$ cat src/rtl/hfii_pkg.sv
// ----------------------------------------------------------------------------
// hfii_pkg
// Types and fixed constants shared by the Haar feature extractor modules.
// ----------------------------------------------------------------------------
package hfii_pkg;

  // input item kinds (tuser)
  localparam logic OP_WRITE   = 1'b0;
  localparam logic OP_EXTRACT = 1'b1;

  // configuration register indexes
  localparam logic [1:0] REG_COLUMNS = 2'd0;
  localparam logic [1:0] REG_ROWS    = 2'd1;
  localparam logic [8:0] REG_DIM_RESET = 9'd256;

  // edge offset = ((k*size + 30) * RECIP) >> RECIP_SHIFT, exact for k*size+30 < 23831
  localparam logic [14:0] EDGE_BIAS   = 15'd30;
  localparam logic [14:0] RECIP       = 15'd17477;
  localparam int          RECIP_SHIFT = 20;

  // normalization: numerator scale fd*25, denominator fn*(scale+1)^2
  localparam logic [14:0] NUM_TWO   = 15'd50;
  localparam logic [14:0] NUM_THREE = 15'd75;
  localparam logic [10:0] DEN_TWO_S0   = 11'd255;
  localparam logic [10:0] DEN_TWO_S1   = 11'd1020;
  localparam logic [10:0] DEN_THREE_S0 = 11'd510;
  localparam logic [10:0] DEN_THREE_S1 = 11'd2040;

  localparam int DVD_W  = 51;
  localparam int DVS_W  = 27;
  localparam int QUOT_W = 17;

  typedef enum logic [3:0] {
    ST_IDLE,
    ST_DECODE,
    ST_EDGE,
    ST_READ,
    ST_DRAIN,
    ST_MNUM,
    ST_MDEN1,
    ST_MDEN2,
    ST_DIVGO,
    ST_DIV,
    ST_FINISH
  } state_t;

  typedef struct packed {
    logic              start;
    logic [DVD_W-1:0]  dividend;
    logic [DVS_W-1:0]  divisor;
  } div_req_t;

  typedef struct packed {
    logic              done;
    logic              ovf;
    logic [QUOT_W-1:0] quot;
  } div_rsp_t;

endpackage

$ cat src/rtl/hfii_div.sv
// ----------------------------------------------------------------------------
// hfii_div
// Restoring divider, one dividend bit per cycle; keeps the low quotient bits
// and flags any quotient bit above them as overflow.
// ----------------------------------------------------------------------------
module hfii_div
  import hfii_pkg::*;
(
  input  logic     clk,
  input  logic     rst_n,
  input  div_req_t req,
  output div_rsp_t rsp
);

  logic [DVD_W-1:0]  dvd_r;
  logic [DVS_W-1:0]  dvs_r;
  logic [DVS_W-1:0]  rem_r;
  logic [QUOT_W-1:0] q_r;
  logic              ovf_r;
  logic [5:0]        cnt_r;
  logic              busy_r;
  logic              done_r;

  logic [DVS_W:0]    trial;
  logic              ge;

  assign trial = {rem_r, dvd_r[DVD_W-1]};
  assign ge    = trial >= {1'b0, dvs_r};

  always_ff @(posedge clk) begin
    if (!rst_n) begin
      busy_r <= 1'b0;
      done_r <= 1'b0;
    end else begin
      done_r <= 1'b0;
      if (req.start) begin
        busy_r <= 1'b1;
      end else if (busy_r && cnt_r == 6'd1) begin
        busy_r <= 1'b0;
        done_r <= 1'b1;
      end
    end
  end

  always_ff @(posedge clk) begin
    if (req.start) begin
      dvd_r <= req.dividend;
      dvs_r <= req.divisor;
      rem_r <= '0;
      q_r   <= '0;
      ovf_r <= 1'b0;
      cnt_r <= 6'(DVD_W);
    end else if (busy_r) begin
      rem_r <= ge ? DVS_W'(trial - {1'b0, dvs_r}) : trial[DVS_W-1:0];
      dvd_r <= {dvd_r[DVD_W-2:0], 1'b0};
      q_r   <= {q_r[QUOT_W-2:0], ge};
      ovf_r <= ovf_r | q_r[QUOT_W-1];
      cnt_r <= cnt_r - 6'd1;
    end
  end

  assign rsp.done = done_r;
  assign rsp.ovf  = ovf_r;
  assign rsp.quot = q_r;

endmodule

$ cat config.mk
export PLATFORM = sky130hd
export DESIGN_NAME = hfii_div
export DESIGN_NICKNAME = d
export VERILOG_FILES = /design/src/rtl/hfii_pkg.sv /design/src/rtl/hfii_div.sv
export SDC_FILE = /design/constraint.sdc
export NUM_CORES = 1
export LEC_CHECK = 0
export ABC_AREA = 1
export BUFFER_PORTS_ARGS = -buffer_cell sky130_fd_sc_hd__buf_2
export CAP_MARGIN = 0
export CORE_ASPECT_RATIO = 1.5
export CORE_MARGIN = 1
export CORE_UTILIZATION = 45
export DETAILED_ROUTE_END_ITERATION = 8
export PLACE_DENSITY = 0.71
export SLEW_MARGIN = 20
export SYNTH_ARGS = -nofsm -noshare
export SYNTH_HDL_FRONTEND = slang
export SYNTH_SLANG_ARGS = --single-unit
$ cat constraint.sdc
create_clock -name clk -period 3.8 [get_ports clk]
set_clock_uncertainty 0.15 [all_clocks]
set_input_delay 0.19 -clock clk [delete_from_list [all_inputs] [get_ports clk]]
set_output_delay 0.19 -clock clk [all_outputs]
set_load 0.02 [all_outputs]
==> impl_metrics.py, run 1 <==
metrics = {
    "status": {
        "outcome": "completed",
    },
    "route": {
        "wl_per_cell_um": 13.9,
        "wirelength_mm": 19.1,
        "ant_nets": 0,
        "routed_via_density": 4.83,
        "dr.pass1.iters": 5,
        "drc_errors": 0,
        "drt_iter0_drc": 303,
        "vias": 6628,
    },
    "hold_path": {
        "hold_path_class": "in2reg",
        "hold_depth": 5,
    },
    "power": {
        "power.internal_mw": 2.78,
        "worst_ir_drop_vdd_mv": 0.372,
        "p_seq_share_pct": 44.7,
        "p_switching_mw": 0.878,
        "switching_share_pct": 24.0,
        "combinationalPowerShare_pct": 10.4,
        "pwr-share-clk_pct": 45.0,
        "power_mw": 3.65,
        "powerDensity_nw_per_um2": 391,
        "power.leakage_nw": 4.82,
    },
    "clock_network": {
        "cts_made_buffers": 17,
        "cts_max_path_buffers": 2,
        "cts-root-buf": "clkbuf_16",
        "clkLatencyLatePin_ns": 0.43,
        "cts-resized-gates": 0,
        "htree_levels": 4,
        "cts.sinks": 131,
        "clk_pin_slew_ns": 0.06,
        "cts_tree": "done",
    },
    "global_routing": {
        "grt_usage_pct": 24.2,
        "grt_pass1_wl_mm": 31.2,
        "first_global_vias": 6752,
        "grt_overflow": 0,
        "grt_max_degree": 61,
        "antenna_found_initial": 0,
    },
    "logic_synthesis": {
        "synthesis.nets": 1093,
        "netlist_instances": 982,
        "synth_area_sq_um": 7320,
        "synth_area_per_cell_sq_um": 7.46,
        "synth_flop_cell": "edfxtp_1",
        "async_flop_share_pct": 0,
        "synth_seq_cells": 131,
        "synth-seq-area-share_pct": 46.5,
        "synth_cell_types": 36,
        "synth-edff-count": 78,
        "ys_warn_count": 0,
    },
    "floorplan": {
        "die_x_um": 106,
        "io_pins": 100,
        "core_region_area_sq_um": 15800,
        "rows": 56,
        "chipHeight_um": 158,
        "start_util_pct": 46.5,
        "die_area_sq_um": 16800,
    },
    "setup_path": {
        "crit_type": "reg2reg",
        "critPathArrivalTime_ns": 3.30,
        "worstRegToRegCells": 14,
        "cp-end-kind": "register",
        "cp-start-kind": "register",
        "worstPathMaxFanout": 20,
        "required_ns": 3.94,
    },
    "cells_and_area": {
        "mostFrequentLayoutCell": "nand2_1",
        "finish.utilization_pct": 59.3,
        "instances_no_fill": 1373,
        "layout-drive-gt1-share_pct": 13.8,
        "final_cell_mix": "414 x nand2_1, 158 x inv_1, 99 x buf_2",
        "syn_to_final_growth_pct": 27.7,
        "antennaDiodeCount": 0,
        "nets": 1268,
        "fin_area_sq_um": 9360,
    },
    "sta": {
        "worst_pin_slew_ns": 0.733,
        "period_minus_slack_ns": 3.16,
        "setup_viol_count_final": 0,
        "slew_violations": 0,
        "worst_hold_slack_ns": 0.168,
        "clock.fmax_ghz": 0.317,
        "rsz0062_at_grt": "false",
        "finalCritPeriodShare_pct": 83.1,
        "setup_slack_ns": 0.643,
        "hold_viol": 0,
        "finalSetupTns_ns": 0,
        "relSlewSlack_pct": 51.1,
    },
    "place": {
        "place_ws_ns": 0.655,
        "hpwl_mm": 12.8,
        "port_buffers": 99,
        "placed_cells": 1262,
        "place_congestion": 0.972,
        "dpl_cell_area_sq_um": 7960,
    },
    "flow_run": {
        "drv_cap": 0,
    },
}
worst paths after layout:
path | from | to | slack (ns)
min reg2reg | rem_r[17] | rem_r[17] | 0.32
min | req[78] | rem_r[22] | 0.17
max | dvd_r[50] | rem_r[2] | 0.64
max reg2reg | dvd_r[50] | rem_r[2] | 0.64
power groups by stage:
stage                     sequential (mW)  combinational [mW]  clock [mW]
after floorplan                      1.65               0.201           0
after global placement               1.66               0.305           0
after detailed placement             1.66               0.308           0
after CTS                            1.63               0.372        1.67
after global routing                 1.64               0.423        1.72
final                                1.63               0.378        1.64
area by class of cell:
cell class / instances / area, sq um
Clock buffer: 24 / 546
Timing Repair Buffer: 187 / 1350
Sequential cell: 131 / 3400
Clock inverter: 8 / 60.1
Fill cell: 1425 / 6410
Multi-Input combinational cell: 657 / 3130
Inverter: 163 / 612
Tap cell: 203 / 254
sequential cells by signal, summed over array words and instances (netlist names):
register / cells
cnt_r: 6
rem_r: 27
q_r: 17
done_r: 1
dvs_r: 27
dvd_r: 51
ovf_r: 1
busy_r: 1
per-layer routing:
metal,GRT usage [%],share of wire (%),vias up
met5,0,0,-
met4,10.7,2.8,0
met3,5.44,4.5,40
met2,46.1,54,191
met1,24.9,39,2964
li1,-,-,3433
synth_stat cells, types with 3 or more instances:
master | count | area, sq um
a21oi_1 | 22 | 110
xor2_1 | 7 | 61.3
buf_6 | 4 | 45.0
nor2_2 | 3 | 18.8
buf_4 | 5 | 37.5
ha_1 | 29 | 363
xnor2_1 | 5 | 43.8
nor3_1 | 3 | 15.0
nand4_1 | 28 | 175
nand3_1 | 45 | 225
nor2_1 | 46 | 173
nand2_2 | 4 | 25.0
nand2_1 | 414 | 1550
inv_1 | 159 | 597
clkbuf_1 | 17 | 63.8
dfxtp_1 | 53 | 1060
nand3_2 | 6 | 60.1
o21bai_1 | 4 | 30.0
o22ai_1 | 15 | 93.8
o21ai_0 | 14 | 70.1
edfxtp_1 | 78 | 2340
cell families after synthesis:
| logic type | Yosys count | synth area share [%] |
|---|---|---|
| AOI/OAI and AO/OA | 60 | 4.70 |
| DFF | 131 | 46.5 |
| and+or+nand+nor | 555 | 31.3 |
| buffers and inverters | 194 | 10.9 |
| xor gates and xnor gates | 12 | 1.43 |
| adders and majority gates | 30 | 5.23 |
worst max-delay path: stages (launching register included):
cell and delay (ns):
edfxtp_1 0.34, inv_1 0.05, ha_1 0.22, fa_1 0.42
inv_1 0.09, nand3_1 0.06, nand2_1 0.19, nand2_1 0.09
nand3_1 0.13, nand2_2 0.30, nand3_2 0.47, buf_4 0.29
nand2_1 0.07, nand3_1 0.07, o21ai_0 0.08
timing repair:
item	4_1_cts	5_1_grt
hold buffers	79	0
buffers inserted	0	0
endpoints found under the hold margin	80	0
(Power assumes the default switching activity.)
==> run 2: changes to the inputs <==
Clock period 3.8 ns to 3.2 ns, I/O delays scaled along.
==> run 2 against run 1 <==
  * Sequential share of layout area decreased by 0.11 points
  * Via count increased by 1.3%
  * Combinational power increased by 19%
  * Register-to-register slack about the same
  * Cell area increased by 0.29%
  * Final cell count about the same
  * Wire length increased by 0.27%
  * Clock power increased by 20%
  * Largest power group unchanged
==> impl_metrics.py, run 2 (synthesized netlist as in run 1, its figures left out) <==
metrics = {
    "status": {
        "outcome": "completed",
    },
    "route": {
        "wirelength_mm": 19.2,
        "routed_via_density": 4.89,
        "drt_iter0_drc": 288,
        "vias": 6712,
        "wl_per_cell_um": 14.0,
        "dr.pass1.iters": 7,
        "drc_errors": 0,
        "ant_nets": 0,
    },
    "floorplan": {
        "die_x_um": 106,
        "die_area_sq_um": 16800,
        "start_util_pct": 46.5,
        "chipHeight_um": 158,
        "rows": 56,
        "io_pins": 100,
        "core_region_area_sq_um": 15800,
    },
    "sta": {
        "relSlewSlack_pct": 51.1,
        "finalSetupTns_ns": 0,
        "clock.fmax_ghz": 0.393,
        "slew_violations": 0,
        "rsz0062_at_grt": "false",
        "setup_viol_count_final": 0,
        "worst_pin_slew_ns": 0.734,
        "hold_viol": 0,
        "finalCritPeriodShare_pct": 79.5,
        "period_minus_slack_ns": 2.54,
    },
    "cells_and_area": {
        "layout-drive-gt1-share_pct": 13.8,
        "seqCellArea_sq_um": 3400,
        "nets": 1269,
        "final_cell_mix": "414 x nand2_1, 158 x inv_1, 99 x buf_2",
        "fin_area_sq_um": 9380,
        "largest_reg_flops": 51,
        "antennaDiodeCount": 0,
        "mostFrequentLayoutCell": "nand2_1",
        "instances_no_fill": 1374,
        "top_register": "dvd_r",
        "top_regs": "dvd_r (51), dvs_r (27), rem_r (27)",
        "fill_cells": 1456,
        "syn_to_final_growth_pct": 28.1,
        "multiInputGateArea_sq_um": 3130,
    },
    "global_routing": {
        "grt_usage_pct": 24.0,
        "grt_max_degree": 72,
        "grt_pass1_wl_mm": 31.1,
        "first_global_vias": 6686,
        "grt_overflow": 0,
        "antenna_found_initial": 0,
    },
    "setup_path": {
        "cp-start-kind": "register",
        "worstRegToRegCells": 15,
        "max_stage_delay_ns": 0.41,
        "crit_type": "reg2reg",
        "r2r-end": "rem_r[24]",
        "cp-end-kind": "register",
        "crit_top_cell": "nand2_1",
        "reg2reg_slack_ns": 0.66,
        "path_cells": "inv_1 -> ha_1 -> fa_1 -> inv_1 -> nand3_1 -> nand2_1 -> nand2_1 -> nand3_1 -> nand2_2 -> nand3_2 -> buf_4 -> nand2_2 -> nand2_1 -> nand2_1 -> nand2_1",
        "worstPathMaxFanout": 11,
        "critPathTopFamily": "simple AND/OR/NAND/NOR gates",
        "cpMaxStageDelayCell": "fa_1",
        "r2r_start": "dvd_r[50]",
        "required_ns": 3.42,
        "critical_path_buf_inv_count": 3,
        "critPathArrivalTime_ns": 2.76,
    },
    "power": {
        "power.leakage_nw": 4.83,
        "powerDensity_nw_per_um2": 464,
        "worst_ir_drop_vdd_mv": 0.377,
    },
    "clock_network": {
        "clkLatencyLatePin_ns": 0.42,
        "cts_tree": "done",
        "htree_levels": 4,
        "cts-root-buf": "clkbuf_16",
        "cts_max_path_buffers": 2,
        "cts-resized-gates": 0,
        "cts_made_buffers": 17,
        "clk_pin_slew_ns": 0.06,
        "cts.sinks": 131,
    },
    "hold_path": {
        "hold_path_class": "in2reg",
        "min_from": "req[78]",
        "hold_depth": 2,
        "worstHoldEndpoint": "ovf_r",
    },
    "place": {
        "placed_cells": 1263,
        "dpl_cell_area_sq_um": 7980,
        "hpwl_mm": 12.9,
        "place_congestion": 0.947,
        "port_buffers": 99,
    },
    "flow_run": {
        "drv_cap": 0,
    },
}
## run 2: worst max path at each step
stage,startpoint,end,slack (ns),cells past startpoint
after floorplan,busy_r,dvd_r[0],0.42,3
after global placement,dvd_r[50],rem_r[22],0.73,15
after detailed placement,dvd_r[50],rem_r[22],0.67,15
after CTS,dvd_r[50],rem_r[25],0.64,15
after global routing,dvd_r[50],rem_r[22],0.45,15
final,dvd_r[50],rem_r[24],0.66,15
## run 2: layout make-up
class | instances | area share (%)
timing repair buffer | 188 | 14.6
clock buffer | 24 | 5.93
sequential | 131 | 36.3
tap | 203 | 2.71
clock inverter | 8 | 0.600
multi-input combinational | 657 | 33.3
inverter | 163 | 6.52
## run 2: worst reg2reg max path: stages, from the launching register on
cell	delay [ns]
edfxtp_1	0.34
inv_1	0.05
ha_1	0.23
fa_1	0.41
inv_1	0.09
nand3_1	0.06
nand2_1	0.17
nand2_1	0.09
nand3_1	0.13
nand2_2	0.07
nand3_2	0.11
buf_4	0.22
nand2_2	0.17
nand2_1	0.12
nand2_1	0.06
nand2_1	0.04
## run 2: stage by stage
stage | total power [mW] | util [%] | setup slack [ns] | hold slack (ns)
after detailed placement | 2.34 | 50.6 | 0.669 | 0.188
after global routing | 4.51 | 59.5 | 0.447 | 0.0412
after floorplan | 2.20 | - | 0.421 | 0.109
after global placement | 2.33 | 50.6 | 0.730 | 0.187
final | 4.36 | 59.5 | 0.655 | 0.0380
after CTS | 4.39 | 59.5 | 0.638 | 0.0366
## run 2: what timing repair did
item,4_1_cts,5_1_grt
hold endpoints to repair,80,0
setup buffers,0,0
hold buffers,79,0
## run 2: power by group
| group | switching [mW] | internal [mW] | leakage [nW] |
|---|---|---|---|
| Sequential | 0.0308 | 1.91 | 1.22 |
| Clock | 0.749 | 1.22 | 0.308 |
| Combinational | 0.257 | 0.192 | 3.31 |
| Total | 1.04 | 3.32 | 4.83 |
## run 2: layer usage
layer	global-route usage [%]	wire length, um	part of all wire, %	vias up
met5	0	0	0	-
met2	45.3	10200	53	192
li1	-	-	-	3431
met1	24.5	7210	38	3036
met3	5.16	988	5.2	53
met4	13.0	792	4.1	0
